File: config.mk
export PLATFORM = sky130hd
export DESIGN_NAME = stereo_clap_sync_detector_unit
export DESIGN_NICKNAME = d
export VERILOG_FILES = /design/src/hdl/scsd_pkg.sv /design/src/hdl/scsd_window.sv /design/src/hdl/scsd_accel_unit.sv /design/src/hdl/scsd_peak_track.sv /design/src/hdl/stereo_clap_sync_detector_unit.sv
export SDC_FILE = /design/constraint.sdc
export NUM_CORES = 2
export LEC_CHECK = 0
export BUFFER_PORTS_ARGS = -buffer_cell sky130_fd_sc_hd__buf_2
export CAP_MARGIN = 15
export CORE_ASPECT_RATIO = 1.2
export CORE_MARGIN = 4
export CORE_UTILIZATION = 50
export DETAILED_ROUTE_END_ITERATION = 6
export PLACE_DENSITY = 0.63
export SLEW_MARGIN = 15
export SYNTH_ARGS = -nofsm -noshare
export SYNTH_HDL_FRONTEND = slang
export SYNTH_SLANG_ARGS = --single-unit
File: constraint.sdc
create_clock -name aclk -period 14.59 [get_ports aclk]
set_input_delay 2.918 -clock aclk [delete_from_list [all_inputs] [get_ports aclk]]
set_output_delay 2.918 -clock aclk [all_outputs]
set_load 0.005 [all_outputs]
File: src/hdl/scsd_pkg.sv
// shared types and constants for the stereo clap sync detector
// no dependencies; used by every module in hdl except scsd_window
package scsd_pkg;

    // field widths fixed by the interface
    localparam int COORD_IN_W = 11;
    localparam int THR_W      = 12;
    localparam int LIM_W      = 6;
    localparam int APEX_W     = 5;
    localparam int OFFSET_W   = 6;
    localparam int ACCEL_W    = 13;
    localparam int CFG_IDX_W  = 1;
    localparam int CFG_DATA_W = 12;

    // register indexes
    localparam logic [CFG_IDX_W-1:0] REG_ACCEL_THR  = 1'b0;
    localparam logic [CFG_IDX_W-1:0] REG_OFFSET_LIM = 1'b1;

    // register reset values
    localparam logic [THR_W-1:0]        THR_RESET = 12'd400;
    localparam logic signed [LIM_W-1:0] LIM_RESET = 6'sd4;

    // input word kinds
    localparam logic KIND_SAMPLE = 1'b0;
    localparam logic KIND_REARM  = 1'b1;

    typedef enum logic [6:0] {
        ST_IDLE   = 7'b0000001,
        ST_SRCH_R = 7'b0000010,
        ST_EVAL_R = 7'b0000100,
        ST_SRCH_L = 7'b0001000,
        ST_EVAL_L = 7'b0010000,
        ST_DROP   = 7'b0100000,
        ST_DONE   = 7'b1000000
    } state_t;

    // control from the sequencer to the shared unit and peak tracker
    typedef struct packed {
        logic clear;
        logic step;
    } srch_ctrl_t;

endpackage

File: src/hdl/scsd_window.sv
// sliding window of marker centres held as a rotating shift line
// depends on nothing beyond its parameters; taps give entries 0, 1 and 2
module scsd_window #(
    parameter int WINDOW_LEN = 20,
    parameter int COORD_BITS = 11
) (
    input  logic                          aclk,
    input  logic                          wr_en,
    input  logic [$clog2(WINDOW_LEN)-1:0] wr_idx,
    input  logic [2*COORD_BITS-1:0]       wr_data,
    input  logic                          rot_en,
    output logic [2*COORD_BITS-1:0]       tap0,
    output logic [2*COORD_BITS-1:0]       tap1,
    output logic [2*COORD_BITS-1:0]       tap2
);

    logic [2*COORD_BITS-1:0] entry_reg [WINDOW_LEN];

    // rotate towards entry 0; the old head wraps to the tail
    always_ff @(posedge aclk) begin
        if (rot_en) begin
            for (int k = 0; k < WINDOW_LEN; k++) begin
                entry_reg[k] <= entry_reg[(k + 1) % WINDOW_LEN];
            end
        end else if (wr_en) begin
            entry_reg[wr_idx] <= wr_data;
        end
    end

    assign tap0 = entry_reg[0];
    assign tap1 = entry_reg[1];
    assign tap2 = entry_reg[2];

endmodule

File: src/hdl/scsd_accel_unit.sv
// shared second difference and squared magnitude unit, one triple a cycle
// depends on scsd_pkg for the control struct; output stage is registered
module scsd_accel_unit #(
    parameter int WINDOW_LEN = 20,
    parameter int COORD_BITS = 11
) (
    input  logic                            aclk,
    input  logic                            aresetn,
    input  scsd_pkg::srch_ctrl_t            ctrl,
    input  logic [2*COORD_BITS-1:0]         tap_a,
    input  logic [2*COORD_BITS-1:0]         tap_b,
    input  logic [2*COORD_BITS-1:0]         tap_c,
    input  logic [$clog2(WINDOW_LEN)-1:0]   idx_in,
    output logic                            o_valid,
    output logic                            o_zero,
    output logic signed [COORD_BITS+1:0]    o_dx,
    output logic signed [COORD_BITS+1:0]    o_dy,
    output logic [2*COORD_BITS+3:0]         o_mag,
    output logic [$clog2(WINDOW_LEN)-1:0]   o_idx
);

    localparam int C   = COORD_BITS;
    localparam int D_W = COORD_BITS + 2;
    localparam int M_W = 2 * D_W;
    localparam int I_W = $clog2(WINDOW_LEN);

    logic [C-1:0] ax, ay, bx, by, cx, cy;
    logic signed [D_W-1:0] dx_c, dy_c;
    logic signed [M_W-1:0] sqx_c, sqy_c;
    logic [M_W-1:0] mag_c;
    logic zero_c;

    logic v_reg, zero_reg;
    logic signed [D_W-1:0] dx_reg, dy_reg;
    logic [M_W-1:0] mag_reg;
    logic [I_W-1:0] idx_reg;

    assign {ax, ay} = tap_a;
    assign {bx, by} = tap_b;
    assign {cx, cy} = tap_c;

    assign dx_c = $signed({2'b00, cx}) + $signed({2'b00, ax}) - $signed({1'b0, bx, 1'b0});
    assign dy_c = $signed({2'b00, cy}) + $signed({2'b00, ay}) - $signed({1'b0, by, 1'b0});

    assign sqx_c = M_W'(dx_c) * M_W'(dx_c);
    assign sqy_c = M_W'(dy_c) * M_W'(dy_c);
    assign mag_c = M_W'($unsigned(sqx_c)) + M_W'($unsigned(sqy_c));

    // an absent marker anywhere in the triple spoils the whole window
    assign zero_c = (tap_a == '0) || (tap_b == '0) || (tap_c == '0);

    always_ff @(posedge aclk) begin
        if (!aresetn) begin
            v_reg <= 1'b0;
        end else begin
            v_reg <= ctrl.step & ~ctrl.clear;
        end
    end

    always_ff @(posedge aclk) begin
        zero_reg <= zero_c;
        dx_reg   <= dx_c;
        dy_reg   <= dy_c;
        mag_reg  <= mag_c;
        idx_reg  <= idx_in;
    end

    assign o_valid = v_reg;
    assign o_zero  = zero_reg;
    assign o_dx    = dx_reg;
    assign o_dy    = dy_reg;
    assign o_mag   = mag_reg;
    assign o_idx   = idx_reg;

endmodule

File: src/hdl/scsd_peak_track.sv
// running maximum of squared magnitude over one window walk
// depends on scsd_pkg for the control struct; fed by scsd_accel_unit
module scsd_peak_track #(
    parameter int WINDOW_LEN = 20,
    parameter int COORD_BITS = 11
) (
    input  logic                            aclk,
    input  scsd_pkg::srch_ctrl_t            ctrl,
    input  logic                            s_valid_step,
    input  logic                            s_zero,
    input  logic signed [COORD_BITS+1:0]    s_dx,
    input  logic signed [COORD_BITS+1:0]    s_dy,
    input  logic [2*COORD_BITS+3:0]         s_mag,
    input  logic [$clog2(WINDOW_LEN)-1:0]   s_idx,
    output logic [$clog2(WINDOW_LEN)-1:0]   pk_idx,
    output logic signed [COORD_BITS+1:0]    pk_ax,
    output logic signed [COORD_BITS+1:0]    pk_ay
);

    localparam int D_W = COORD_BITS + 2;
    localparam int M_W = 2 * D_W;
    localparam int I_W = $clog2(WINDOW_LEN);

    logic [M_W-1:0] best_reg;
    logic [I_W-1:0] bidx_reg;
    logic signed [D_W-1:0] bax_reg, bay_reg;
    logic inval_reg;

    // first strictly larger magnitude wins, so ties keep the earlier index
    always_ff @(posedge aclk) begin
        if (ctrl.clear) begin
            best_reg  <= M_W'(1);
            bidx_reg  <= '0;
            bax_reg   <= '0;
            bay_reg   <= '0;
            inval_reg <= 1'b0;
        end else if (s_valid_step) begin
            if (s_zero) begin
                inval_reg <= 1'b1;
            end
            if (s_mag > best_reg) begin
                best_reg <= s_mag;
                bidx_reg <= s_idx;
                bax_reg  <= s_dx;
                bay_reg  <= s_dy;
            end
        end
    end

    assign pk_idx = inval_reg ? '0 : bidx_reg;
    assign pk_ax  = inval_reg ? '0 : bax_reg;
    assign pk_ay  = inval_reg ? '0 : bay_reg;

endmodule

File: src/hdl/stereo_clap_sync_detector_unit.sv
// stereo clap sync detector: two sliding windows, one shared accel unit
// rearm, synced and filling words go straight to the result stage; a word that fills the
// window walks the right window, and the left one only after a valid right peak over threshold;
// each walk rotates its window full circle; the next word is taken in the cycle after the
// result is loaded, and a result held by the receiver holds the input too
// reset: windows undefined, fill count 0, armed, thresholds 400 and 4, output empty
module stereo_clap_sync_detector_unit #(
    parameter int WINDOW_LEN = 20,
    parameter int COORD_BITS = 11
) (
    input  logic                                  aclk,
    input  logic                                  aresetn,
    // configuration write channel
    input  logic                                  cfg_valid,
    output logic                                  cfg_ready,
    input  logic [scsd_pkg::CFG_IDX_W-1:0]        cfg_index,
    input  logic [scsd_pkg::CFG_DATA_W-1:0]       cfg_data,
    // input words
    input  logic                                  s_valid,
    output logic                                  s_ready,
    input  logic                                  s_kind,
    input  logic [scsd_pkg::COORD_IN_W-1:0]       s_right_x,
    input  logic [scsd_pkg::COORD_IN_W-1:0]       s_right_y,
    input  logic [scsd_pkg::COORD_IN_W-1:0]       s_left_x,
    input  logic [scsd_pkg::COORD_IN_W-1:0]       s_left_y,
    // result words
    output logic                                  m_valid,
    input  logic                                  m_ready,
    output logic                                  m_synced,
    output logic                                  m_clap_detected,
    output logic signed [scsd_pkg::OFFSET_W-1:0]  m_match_offset,
    output logic [scsd_pkg::APEX_W-1:0]           m_apex_right,
    output logic [scsd_pkg::APEX_W-1:0]           m_apex_left,
    output logic signed [scsd_pkg::ACCEL_W-1:0]   m_peak_accel_x,
    output logic signed [scsd_pkg::ACCEL_W-1:0]   m_peak_accel_y
);

    localparam int C     = COORD_BITS;
    localparam int D_W   = COORD_BITS + 2;
    localparam int M_W   = 2 * D_W;
    localparam int I_W   = $clog2(WINDOW_LEN);
    localparam int CX_W  = (C > scsd_pkg::COORD_IN_W) ? C : scsd_pkg::COORD_IN_W;
    localparam int CMP_W = (D_W > scsd_pkg::THR_W) ? D_W : scsd_pkg::THR_W;
    localparam int AX_W  = (D_W > scsd_pkg::ACCEL_W) ? D_W : scsd_pkg::ACCEL_W;
    localparam int OFF_W = scsd_pkg::APEX_W + 2;

    localparam logic [I_W-1:0] ROT_LAST  = I_W'(WINDOW_LEN - 1);
    localparam logic [I_W-1:0] STEP_LAST = I_W'(WINDOW_LEN - 3);
    localparam logic [I_W-1:0] FILL_LAST = I_W'(WINDOW_LEN - 1);

    // sequencer and control state
    scsd_pkg::state_t state_reg, state_next;
    logic [I_W-1:0] rot_reg, rot_next;
    logic [I_W-1:0] fill_reg, fill_next;
    logic sync_reg, sync_next;
    logic m_valid_reg, m_valid_next;

    // configuration registers
    logic [scsd_pkg::THR_W-1:0] thr_reg;
    logic signed [scsd_pkg::LIM_W-1:0] lim_reg;

    // result being built for the current word
    logic res_synced_reg, res_synced_next;
    logic res_clap_reg, res_clap_next;
    logic signed [OFF_W-1:0] res_off_reg, res_off_next;
    logic [I_W-1:0] res_apex_r_reg, res_apex_r_next;
    logic [I_W-1:0] res_apex_l_reg, res_apex_l_next;
    logic signed [D_W-1:0] res_pax_reg, res_pax_next;
    logic signed [D_W-1:0] res_pay_reg, res_pay_next;

    // output register, parts the result side from the sequencer
    logic m_synced_reg, m_synced_next;
    logic m_clap_reg, m_clap_next;
    logic signed [scsd_pkg::OFFSET_W-1:0] m_off_reg, m_off_next;
    logic [scsd_pkg::APEX_W-1:0] m_apex_r_reg, m_apex_r_next;
    logic [scsd_pkg::APEX_W-1:0] m_apex_l_reg, m_apex_l_next;
    logic signed [scsd_pkg::ACCEL_W-1:0] m_pax_reg, m_pax_next;
    logic signed [scsd_pkg::ACCEL_W-1:0] m_pay_reg, m_pay_next;

    // window and shared unit wiring
    logic [CX_W-1:0] rx_ext, ry_ext, lx_ext, ly_ext;
    logic [2*C-1:0] r_wr_data, l_wr_data;
    logic wr_en, rot_r, rot_l, sel_left;
    logic [2*C-1:0] r_tap0, r_tap1, r_tap2, l_tap0, l_tap1, l_tap2;
    logic [2*C-1:0] u_tap0, u_tap1, u_tap2;
    scsd_pkg::srch_ctrl_t ctrl;

    logic u_valid, u_zero;
    logic signed [D_W-1:0] u_dx, u_dy;
    logic [M_W-1:0] u_mag;
    logic [I_W-1:0] u_idx;
    logic [I_W-1:0] pk_idx;
    logic signed [D_W-1:0] pk_ax, pk_ay;

    logic [D_W-1:0] abs_x, abs_y;
    logic over_thr;
    logic signed [OFF_W-1:0] off_c, lim_c;
    logic signed [AX_W-1:0] pax_ext, pay_ext;

    // only the low coordinate bits are kept, zero padded if wider
    assign rx_ext    = CX_W'(s_right_x);
    assign ry_ext    = CX_W'(s_right_y);
    assign lx_ext    = CX_W'(s_left_x);
    assign ly_ext    = CX_W'(s_left_y);
    assign r_wr_data = {rx_ext[C-1:0], ry_ext[C-1:0]};
    assign l_wr_data = {lx_ext[C-1:0], ly_ext[C-1:0]};

    scsd_window #(
        .WINDOW_LEN (WINDOW_LEN),
        .COORD_BITS (COORD_BITS)
    ) u_win_right (
        .aclk    (aclk),
        .wr_en   (wr_en),
        .wr_idx  (fill_reg),
        .wr_data (r_wr_data),
        .rot_en  (rot_r),
        .tap0    (r_tap0),
        .tap1    (r_tap1),
        .tap2    (r_tap2)
    );

    scsd_window #(
        .WINDOW_LEN (WINDOW_LEN),
        .COORD_BITS (COORD_BITS)
    ) u_win_left (
        .aclk    (aclk),
        .wr_en   (wr_en),
        .wr_idx  (fill_reg),
        .wr_data (l_wr_data),
        .rot_en  (rot_l),
        .tap0    (l_tap0),
        .tap1    (l_tap1),
        .tap2    (l_tap2)
    );

    // one accel unit serves both windows in turn
    assign u_tap0 = sel_left ? l_tap0 : r_tap0;
    assign u_tap1 = sel_left ? l_tap1 : r_tap1;
    assign u_tap2 = sel_left ? l_tap2 : r_tap2;

    scsd_accel_unit #(
        .WINDOW_LEN (WINDOW_LEN),
        .COORD_BITS (COORD_BITS)
    ) u_accel (
        .aclk    (aclk),
        .aresetn (aresetn),
        .ctrl    (ctrl),
        .tap_a   (u_tap0),
        .tap_b   (u_tap1),
        .tap_c   (u_tap2),
        .idx_in  (I_W'(rot_reg + I_W'(2))),
        .o_valid (u_valid),
        .o_zero  (u_zero),
        .o_dx    (u_dx),
        .o_dy    (u_dy),
        .o_mag   (u_mag),
        .o_idx   (u_idx)
    );

    scsd_peak_track #(
        .WINDOW_LEN (WINDOW_LEN),
        .COORD_BITS (COORD_BITS)
    ) u_track (
        .aclk         (aclk),
        .ctrl         (ctrl),
        .s_valid_step (u_valid),
        .s_zero       (u_zero),
        .s_dx         (u_dx),
        .s_dy         (u_dy),
        .s_mag        (u_mag),
        .s_idx        (u_idx),
        .pk_idx       (pk_idx),
        .pk_ax        (pk_ax),
        .pk_ay        (pk_ay)
    );

    // per-axis threshold test on the right peak
    assign abs_x    = pk_ax[D_W-1] ? $unsigned(-pk_ax) : $unsigned(pk_ax);
    assign abs_y    = pk_ay[D_W-1] ? $unsigned(-pk_ay) : $unsigned(pk_ay);
    assign over_thr = (CMP_W'(abs_x) > CMP_W'(thr_reg)) || (CMP_W'(abs_y) > CMP_W'(thr_reg));

    // signed offset left minus right, compared at full precision
    assign off_c = $signed({2'b00, scsd_pkg::APEX_W'(pk_idx)})
                 - $signed({2'b00, scsd_pkg::APEX_W'(res_apex_r_reg)});
    assign lim_c = OFF_W'(lim_reg);

    assign pax_ext = AX_W'(res_pax_reg);
    assign pay_ext = AX_W'(res_pay_reg);

    // sequencer
    always_comb begin
        state_next      = state_reg;
        rot_next        = rot_reg;
        fill_next       = fill_reg;
        sync_next       = sync_reg;
        res_synced_next = res_synced_reg;
        res_clap_next   = res_clap_reg;
        res_off_next    = res_off_reg;
        res_apex_r_next = res_apex_r_reg;
        res_apex_l_next = res_apex_l_reg;
        res_pax_next    = res_pax_reg;
        res_pay_next    = res_pay_reg;
        m_valid_next    = m_valid_reg & ~m_ready;
        m_synced_next   = m_synced_reg;
        m_clap_next     = m_clap_reg;
        m_off_next      = m_off_reg;
        m_apex_r_next   = m_apex_r_reg;
        m_apex_l_next   = m_apex_l_reg;
        m_pax_next      = m_pax_reg;
        m_pay_next      = m_pay_reg;
        wr_en           = 1'b0;
        rot_r           = 1'b0;
        rot_l           = 1'b0;
        sel_left        = 1'b0;
        ctrl.clear      = 1'b0;
        ctrl.step       = 1'b0;

        case (state_reg)
            scsd_pkg::ST_IDLE: begin
                if (s_valid) begin
                    res_synced_next = 1'b0;
                    res_clap_next   = 1'b0;
                    res_off_next    = '0;
                    res_apex_r_next = '0;
                    res_apex_l_next = '0;
                    res_pax_next    = '0;
                    res_pay_next    = '0;
                    if (s_kind == scsd_pkg::KIND_REARM) begin
                        sync_next  = 1'b0;
                        fill_next  = '0;
                        state_next = scsd_pkg::ST_DONE;
                    end else if (sync_reg) begin
                        // samples are dropped while synced
                        res_synced_next = 1'b1;
                        state_next      = scsd_pkg::ST_DONE;
                    end else begin
                        wr_en = 1'b1;
                        if (fill_reg == FILL_LAST) begin
                            rot_next   = '0;
                            ctrl.clear = 1'b1;
                            state_next = scsd_pkg::ST_SRCH_R;
                        end else begin
                            fill_next  = I_W'(fill_reg + I_W'(1));
                            state_next = scsd_pkg::ST_DONE;
                        end
                    end
                end
            end
            scsd_pkg::ST_SRCH_R: begin
                rot_r     = 1'b1;
                ctrl.step = (rot_reg <= STEP_LAST);
                rot_next  = I_W'(rot_reg + I_W'(1));
                if (rot_reg == ROT_LAST) begin
                    rot_next   = '0;
                    state_next = scsd_pkg::ST_EVAL_R;
                end
            end
            scsd_pkg::ST_EVAL_R: begin
                res_apex_r_next = pk_idx;
                res_pax_next    = pk_ax;
                res_pay_next    = pk_ay;
                if ((pk_idx != '0) && over_thr) begin
                    ctrl.clear = 1'b1;
                    state_next = scsd_pkg::ST_SRCH_L;
                end else begin
                    state_next = scsd_pkg::ST_DROP;
                end
            end
            scsd_pkg::ST_SRCH_L: begin
                sel_left  = 1'b1;
                rot_l     = 1'b1;
                ctrl.step = (rot_reg <= STEP_LAST);
                rot_next  = I_W'(rot_reg + I_W'(1));
                if (rot_reg == ROT_LAST) begin
                    rot_next   = '0;
                    state_next = scsd_pkg::ST_EVAL_L;
                end
            end
            scsd_pkg::ST_EVAL_L: begin
                res_apex_l_next = pk_idx;
                state_next      = scsd_pkg::ST_DROP;
                if (pk_idx != '0) begin
                    res_off_next = off_c;
                    if (off_c < lim_c) begin
                        sync_next       = 1'b1;
                        fill_next       = '0;
                        res_synced_next = 1'b1;
                        res_clap_next   = 1'b1;
                        state_next      = scsd_pkg::ST_DONE;
                    end
                end
            end
            scsd_pkg::ST_DROP: begin
                // one more rotation drops the oldest entry; the tail is overwritten next
                rot_r      = 1'b1;
                rot_l      = 1'b1;
                state_next = scsd_pkg::ST_DONE;
            end
            scsd_pkg::ST_DONE: begin
                if (!m_valid_reg || m_ready) begin
                    m_valid_next  = 1'b1;
                    m_synced_next = res_synced_reg;
                    m_clap_next   = res_clap_reg;
                    m_off_next    = res_off_reg[scsd_pkg::OFFSET_W-1:0];
                    m_apex_r_next = scsd_pkg::APEX_W'(res_apex_r_reg);
                    m_apex_l_next = scsd_pkg::APEX_W'(res_apex_l_reg);
                    m_pax_next    = pax_ext[scsd_pkg::ACCEL_W-1:0];
                    m_pay_next    = pay_ext[scsd_pkg::ACCEL_W-1:0];
                    state_next    = scsd_pkg::ST_IDLE;
                end
            end
            default: begin
                state_next = scsd_pkg::ST_IDLE;
            end
        endcase
    end

    // control state
    always_ff @(posedge aclk) begin
        if (!aresetn) begin
            state_reg   <= scsd_pkg::ST_IDLE;
            rot_reg     <= '0;
            fill_reg    <= '0;
            sync_reg    <= 1'b0;
            m_valid_reg <= 1'b0;
        end else begin
            state_reg   <= state_next;
            rot_reg     <= rot_next;
            fill_reg    <= fill_next;
            sync_reg    <= sync_next;
            m_valid_reg <= m_valid_next;
        end
    end

    // configuration registers, written whenever the channel offers a word
    always_ff @(posedge aclk) begin
        if (!aresetn) begin
            thr_reg <= scsd_pkg::THR_RESET;
            lim_reg <= scsd_pkg::LIM_RESET;
        end else if (cfg_valid && cfg_ready) begin
            case (cfg_index)
                scsd_pkg::REG_ACCEL_THR: begin
                    thr_reg <= cfg_data[scsd_pkg::THR_W-1:0];
                end
                scsd_pkg::REG_OFFSET_LIM: begin
                    lim_reg <= $signed(cfg_data[scsd_pkg::LIM_W-1:0]);
                end
                default: begin
                end
            endcase
        end
    end

    // payload registers, no reset needed
    always_ff @(posedge aclk) begin
        res_synced_reg <= res_synced_next;
        res_clap_reg   <= res_clap_next;
        res_off_reg    <= res_off_next;
        res_apex_r_reg <= res_apex_r_next;
        res_apex_l_reg <= res_apex_l_next;
        res_pax_reg    <= res_pax_next;
        res_pay_reg    <= res_pay_next;
        m_synced_reg   <= m_synced_next;
        m_clap_reg     <= m_clap_next;
        m_off_reg      <= m_off_next;
        m_apex_r_reg   <= m_apex_r_next;
        m_apex_l_reg   <= m_apex_l_next;
        m_pax_reg      <= m_pax_next;
        m_pay_reg      <= m_pay_next;
    end

    assign cfg_ready       = 1'b1;
    assign s_ready         = (state_reg == scsd_pkg::ST_IDLE);
    assign m_valid         = m_valid_reg;
    assign m_synced        = m_synced_reg;
    assign m_clap_detected = m_clap_reg;
    assign m_match_offset  = m_off_reg;
    assign m_apex_right    = m_apex_r_reg;
    assign m_apex_left     = m_apex_l_reg;
    assign m_peak_accel_x  = m_pax_reg;
    assign m_peak_accel_y  = m_pay_reg;

    // a clap word always reports synced
    a_clap_synced: assert property (@(posedge aclk) disable iff (!aresetn)
        m_valid && m_clap_detected |-> m_synced)
        else $error("clap reported without sync");

    // the left window is only walked after a right peak
    a_left_needs_right: assert property (@(posedge aclk) disable iff (!aresetn)
        m_valid && (m_apex_left != '0) |-> (m_apex_right != '0))
        else $error("left peak without right peak");

    // an accepted word makes the sequencer busy in the next cycle
    a_busy_after_accept: assert property (@(posedge aclk) disable iff (!aresetn)
        s_valid && s_ready |=> !s_ready)
        else $error("input taken twice in a row");

    // the fill count never reaches the window length
    a_fill_range: assert property (@(posedge aclk) disable iff (!aresetn)
        fill_reg <= FILL_LAST)
        else $error("fill count out of range");

    // while synced the fill count stays at zero
    a_sync_empty: assert property (@(posedge aclk) disable iff (!aresetn)
        sync_reg && (state_reg == scsd_pkg::ST_IDLE) |-> (fill_reg == '0))
        else $error("windows not empty while synced");

endmodule
After elaboration in Yosys (flattened, before gate mapping)
Memories as Yosys holds them, arrays and structs flattened. Index checks and enable logic that the tools add are counted. Widths: inputs -> output; s select.

Bits in registers: 242. Memories kept: 2. Input bits: 63. Output and inout port bits: 47. Memory bits (writable): 880. Logic and storage cells: 192.

Memories: u_win_left.entry_reg (depth 20, bits a word 22, rd ports 20, clocked after Yosys merged registers in 0, wr ports 20, RTL line scsd_window.sv:17) `logic [2*COORD_BITS-1:0] entry_reg [WINDOW_LEN];`; u_win_right.entry_reg (depth 20, bits a word 22, rd ports 20, clocked after Yosys merged registers in 0, wr ports 20, RTL line scsd_window.sv:17).

Eq/ne operators: 21. Order comparisons: 5. Reductions and logical operators: 31. Add/subtract/negate cells: 11. Multipliers: 2. Muxes and demuxes: 83. Bitwise gates (word level): 5.

Operators with widths (number): $mux 22 (5); $mux 5 (15); $logic_not 22->1 (3); $mux 13 (5); $mux 7 (9); $mul 13x13->26 (2); $pmux 13 s2 (2); $pmux 7 s7 (1); $reduce_or 22->1 (2); $pmux 5 s2 (4); $mux 1 (34); $add 26x26->26 (1); $gt 13x12->1 (2); $gt 26x26->1 (1); $neg 13->13 (2); $sub 12x12->13 (2); $add 11x11->12 (2); $mux 6 (3); $ne 2x2->1 const B (8); $reduce_and 2->1 (7); $pmux 6 s2 (1); $add 5x1->5 const B (2); $eq 5x5->1 const B (2); $reduce_and 5->1 (2); other kinds (25) (41).

Depth between registers and ports, before layout
Word-level depth: 10. Mapped depth: 41. Mapped depth without buffers: 37.

Hierarchy
A second synthesis with hierarchy kept.

Cells, all modules: 4598. Area total of the unflattened synthesis: 63060.5 um^2.

Modules (own cells, without submodules): scsd_window at u_win_right (area each 18974.4 um^2, sequential area each 13212.7 um^2, cells each 1018, times used 1); scsd_window at u_win_left (area each 18936.9 um^2, sequential area each 13212.7 um^2, cells each 1019, times used 1); scsd_accel_unit (area each 14734.1 um^2, sequential area each 1181.1 um^2, cells each 1550, times used 1); stereo_clap_sync_detector_unit (area each 6956.7 um^2, sequential area each 3383.2 um^2, cells each 635, times used 1); scsd_peak_track (area each 3458.3 um^2, sequential area each 1161.1 um^2, cells each 376, times used 1).

Worst setup path before layout
Ideal clock, no wire load.

Path type: register to register. From: reg state_reg[5]. To: reg u_accel.mag_reg[21], in the netlist u_accel.o_mag[21]. Buffers on the path: 7. Arrival: 9.812 ns. Cell stages (with the launch flop): 40. Path slack: 4.657 ns. Cell sequence: dfxtp_1 clkbuf_1 nand4b_4 buf_6 buf_2 buf_1 buf_2 mux2_2 fa_1 inv_1 ha_1 nor2b_1 o21ai_1 a21bo_2 a211oi_1 or3_1 and2_1 clkbuf_1 [4 not listed] inv_1 fa_1 inv_1 fa_1 fa_1 fa_1 fa_1 inv_1 fa_1 inv_1 ha_1 a21oi_1 o21ai_0 a21oi_1 a21oi_1 a2111oi_0 nor3_1 xnor2_1.

Longest elaborated chain between the ends: 7. Elaborated cells between the ends (all ways): 12. Those cells by class: add/sub: 5; mul: 2; eq/ne: 1; mux: 4.

Ends and longest elaborated chain: from (decl) (RTL line stereo_clap_sync_detector_unit.sv:52) `scsd_pkg::state_t state_reg, state_next;`; from (signal assigned) (RTL line stereo_clap_sync_detector_unit.sv:321) `state_reg <= scsd_pkg::ST_IDLE;`; from (signal assigned) (RTL line stereo_clap_sync_detector_unit.sv:327) `state_reg <= state_next;`; $eq 7x4->1 (*) (RTL line stereo_clap_sync_detector_unit.sv:218) `case (state_reg)`; $mux 1 (*) (RTL line stereo_clap_sync_detector_unit.sv:218); $mux 22 (on tied branches) (RTL line stereo_clap_sync_detector_unit.sv:139, stereo_clap_sync_detector_unit.sv:137); $add 11x11->12 (on tied branches) (RTL line scsd_accel_unit.sv:42, scsd_accel_unit.sv:43); $sub 12x12->13 (on tied branches) (RTL line scsd_accel_unit.sv:42, scsd_accel_unit.sv:43); $mul 13x13->26 (on tied branches) (RTL line scsd_accel_unit.sv:45, scsd_accel_unit.sv:46); $add 26x26->26 (*) (RTL line scsd_accel_unit.sv:47) `assign mag_c = M_W'($unsigned(sqx_c)) + M_W'($unsigned(sqy_c));`; named net u_accel.mag_c[21] (RTL line scsd_accel_unit.sv:30) `logic [M_W-1:0] mag_c;`; to (signal assigned) (RTL line scsd_accel_unit.sv:64) `mag_reg <= mag_c;`; to (decl) (RTL line scsd_accel_unit.sv:35) `logic [M_W-1:0] mag_reg;`.

The timed path passes the listed nets; every way through them passes the cells marked *. A chain may end at the register's enable or synchronous reset.

Worst setup path in the final report
From: reg state_reg[1]. To: reg u_accel.mag_reg[23], in the netlist u_accel.o_mag[23].

The elaborated chain is that of the path after synthesis.

==> impl_metrics.env <==
export IMPL_status="completed"
export IMPL_cts_root_buf="clkbuf_16"
export IMPL_cts_max_level=3
export IMPL_drive_gt1_frac=0.2507
export IMPL_postCtsSetupBuffers=0
export IMPL_period_share=0.7372
export IMPL_crit_path_end="u_accel.o_mag[23]$_DFF_P_"
export IMPL_fillers=10343
export IMPL_end_kind="flop"
export IMPL_relSlewSlack=0.1641
export IMPL_max_cap_viol_count=0
export IMPL_row_count=141
export IMPL_reg2regPathDepth=32
export IMPL_hold_buffers=0
export IMPL_syn_nets=5294
export IMPL_startpoint="state_reg[1]$_SDFFE_PN0P_"
export IMPL_dpl_hpwl_mm=105.9
export IMPL_post_route_drc_count=0
export IMPL_die_area_um2=130600
export IMPL_arrival_ns=11.39
export IMPL_finClkSkew_ns=0.06776
export IMPL_drtIter0Drc=2452
export IMPL_r2r_slack_ns=3.83
export IMPL_vias_per_cell=5.639
export IMPL_portBuffers=108
export IMPL_max_freq_ghz=0.09297
export IMPL_yosys_area_top_type="edfxtp_1"
export IMPL_min_period_ns=10.76
export IMPL_hold_viol_final=0
export IMPL_synth_ff_type="edfxtp_1"
export IMPL_die_height_um=395.1
export IMPL_gp_congestion=0.9129
export IMPL_grt_max_degree=60
export IMPL_routedWlPerCell_um=24.00
export IMPL_ys_ff_latch=1122
export IMPL_first_pass_iters=7
export IMPL_criticalPathCategory="flop to flop"
export IMPL_grt_usage=0.2383
export IMPL_setup_viol=0
export IMPL_layout_area_overhead_vs_synth_pct=8.828
export IMPL_cts_inserted_buffers=114
export IMPL_routed_wl_mm=154.0
export IMPL_ys_seq_area_frac=0.5149
export IMPL_rr_endpoint="u_accel.o_mag[23]$_DFF_P_"
export IMPL_insertion_delay_ns=0.77
export IMPL_synth_edf_count=968
export IMPL_synth_top_area_frac=0.4656
export IMPL_crit_fanout=48
export IMPL_grt_setup_unrepaired="false"
export IMPL_maxSlewViolCount=0
export IMPL_grt_overflow_total=0
export IMPL_clkSlewWorstSetupHoldPaths_ns=0.07
export IMPL_ant_nets=0
export IMPL_die_x_um=330.6
export IMPL_setup_tns_ns=0
export IMPL_final_cell_mix="edfxtp_1 (968), mux2_2 (808), inv_1 (492), fa_1 (358), nand2_1 (353)"
export IMPL_multiInputGateArea_um2=27190
export IMPL_io_pins=110
export IMPL_worstSetupStartpointType="flop"
export IMPL_cpMostUsedCell="fa_1"
export IMPL_yosysWarnings=0
export IMPL_vias=36185
export IMPL_grt_pass1_vias=37957
export IMPL_synth_distinct_cells=85
export IMPL_cp_data_required_time_ns=15.22
export IMPL_final_common_cell="edfxtp_1"
export IMPL_cts_tree="built"
export IMPL_cp_slowest_cell="a2111oi_0"
export IMPL_clockBufferDepth=3
export IMPL_core_area_um2=123500
export IMPL_synth_async_reset_ratio=0
export IMPL_worst_slew_pin_transition_ns=1.244
export IMPL_slowest_delay_ns=0.72
export IMPL_rr_startpoint="state_reg[1]$_SDFFE_PN0P_"
export IMPL_antenna_found_initial=2
export IMPL_cts_sinks=1122
export IMPL_cts_resized=0
export IMPL_netlist_area_um2=62430
export IMPL_nNetsFinal=5297
export IMPL_seqCellArea_um2=32150
export IMPL_grt_pass1_wl_mm=234.4
export IMPL_start_util=0.5056
export IMPL_postSynthCellCount=4674
export IMPL_hold_class="flop to flop"
export IMPL_synthTopCellsByArea="edfxtp_1 (47%), mux2_2 (15%), fa_1 (11%)"
export IMPL_avgSynthCellArea_um2=13.36
==> cells by family (layout without fill, tap and decap cells) <==
group | after synthesis | count (layout) | share of synthesized area
DFF | 1122 | 1122 | 0.5149
muxes | 907 | 907 | 0.1629
and+or+nand+nor | 852 | 852 | 0.06623
buffers and inverters | 781 | 878 | 0.05060
adders and majority gates | 557 | 557 | 0.1547
AOI/OAI and AO/OA | 365 | 365 | 0.03808
xor gates and xnor gates | 89 | 89 | 0.01248
other | 1 | 3 | 0.00006006
==> cells in the mapped netlist, drive strengths merged (5+ instances only) <==
master / instances
edfxtp: 968
mux2: 871
inv: 494
nand2: 376
fa: 358
ha: 199
clkbuf: 177
dfxtp: 154
nor2: 148
buf: 106
o21ai: 102
nand3: 85
and2: 73
a21oi: 67
a211oi: 62
xnor2: 47
xor2: 42
mux2i: 36
nor3: 36
a21o: 26
nand2b: 24
a21boi: 23
nor4: 21
nand4: 16
nor2b: 15
o21a: 15
o31ai: 12
a31oi: 10
and3: 10
or2: 9
or4: 8
o211ai: 7
or3: 7
a2111oi: 6
nand4b: 5
o21bai: 5
==> layout make-up <==
class / count / share of cell area
Inverter: 498 / 0.02751
Multi-Input combinational cell: 2771 / 0.4002
Clock buffer: 138 / 0.04331
Tap cell: 1644 / 0.03027
Clock inverter: 72 / 0.01020
Antenna cell: 2 / 0.00007366
Timing Repair Buffer: 170 / 0.01521
Sequential cell: 1122 / 0.4732
==> per-layer routing <==
| layer | wire, µm | up-vias | global-route usage |
|---|---|---|---|
| li1 | - | 16436 | - |
| met1 | 60220 | 18596 | 0.2905 |
| met2 | 80080 | 871 | 0.4210 |
| met5 | 11 | - | 0 |
| met3 | 6625 | 280 | 0.03338 |
| met4 | 7046 | 2 | 0.1026 |
==> per-stage QoR <==
step / hold WS, ns / setup WS (ns) / std cells / instance area (µm²) / util
2_1_floorplan: 0.4003 / 4.657 / 4674 / 62430 / -
3_3_place_gp: 0.4046 / 4.060 / 6203 / 64250 / 0.5203
3_5_place_dp: 0.4045 / 3.910 / 6204 / 64280 / 0.5205
4_1_cts: 0.3896 / 3.878 / 6414 / 67920 / 0.5499
5_1_grt: 0.3977 / 3.182 / 6416 / 67940 / 0.5502
6_report: 0.3958 / 3.834 / 6417 / 67950 / 0.5502
==> worst min-delay path by stage <==
stage                                    startpoint                      endpoint  slack (ns)  cells past startpoint
floorplan           res_apex_l_reg[0]$_SDFFCE_PN0P_      m_apex_left[0]$_DFFE_PP_        0.40                      0
finish                     pay_ext[2]$_SDFFCE_PN0P_   m_peak_accel_y[2]$_DFFE_PP_        0.40                      0
global route               pay_ext[4]$_SDFFCE_PN0P_   m_peak_accel_y[4]$_DFFE_PP_        0.40                      0
detailed placement         pax_ext[2]$_SDFFCE_PN0P_   m_peak_accel_x[2]$_DFFE_PP_        0.40                      0
CTS                        pay_ext[2]$_SDFFCE_PN0P_   m_peak_accel_y[2]$_DFFE_PP_        0.39                      0
global placement          pay_ext[10]$_SDFFCE_PN0P_  m_peak_accel_y[10]$_DFFE_PP_        0.40                      0
==> critical path: cells and delay by family (launching register included) <==
kind                     cells  cell delay, ns
adder cells (fa/ha/maj)     10            4.50
AND/OR/NAND/NOR              8            2.01
AO/OA/AOI/OAI                7            1.71
buffers and inverters        6            1.42
flip-flops                   1            0.45
multiplexers                 1            0.44
Power is left out: the tool's default activity adds up to more than one toggle a clock period on the data nets, which glitch-free logic cannot reach.
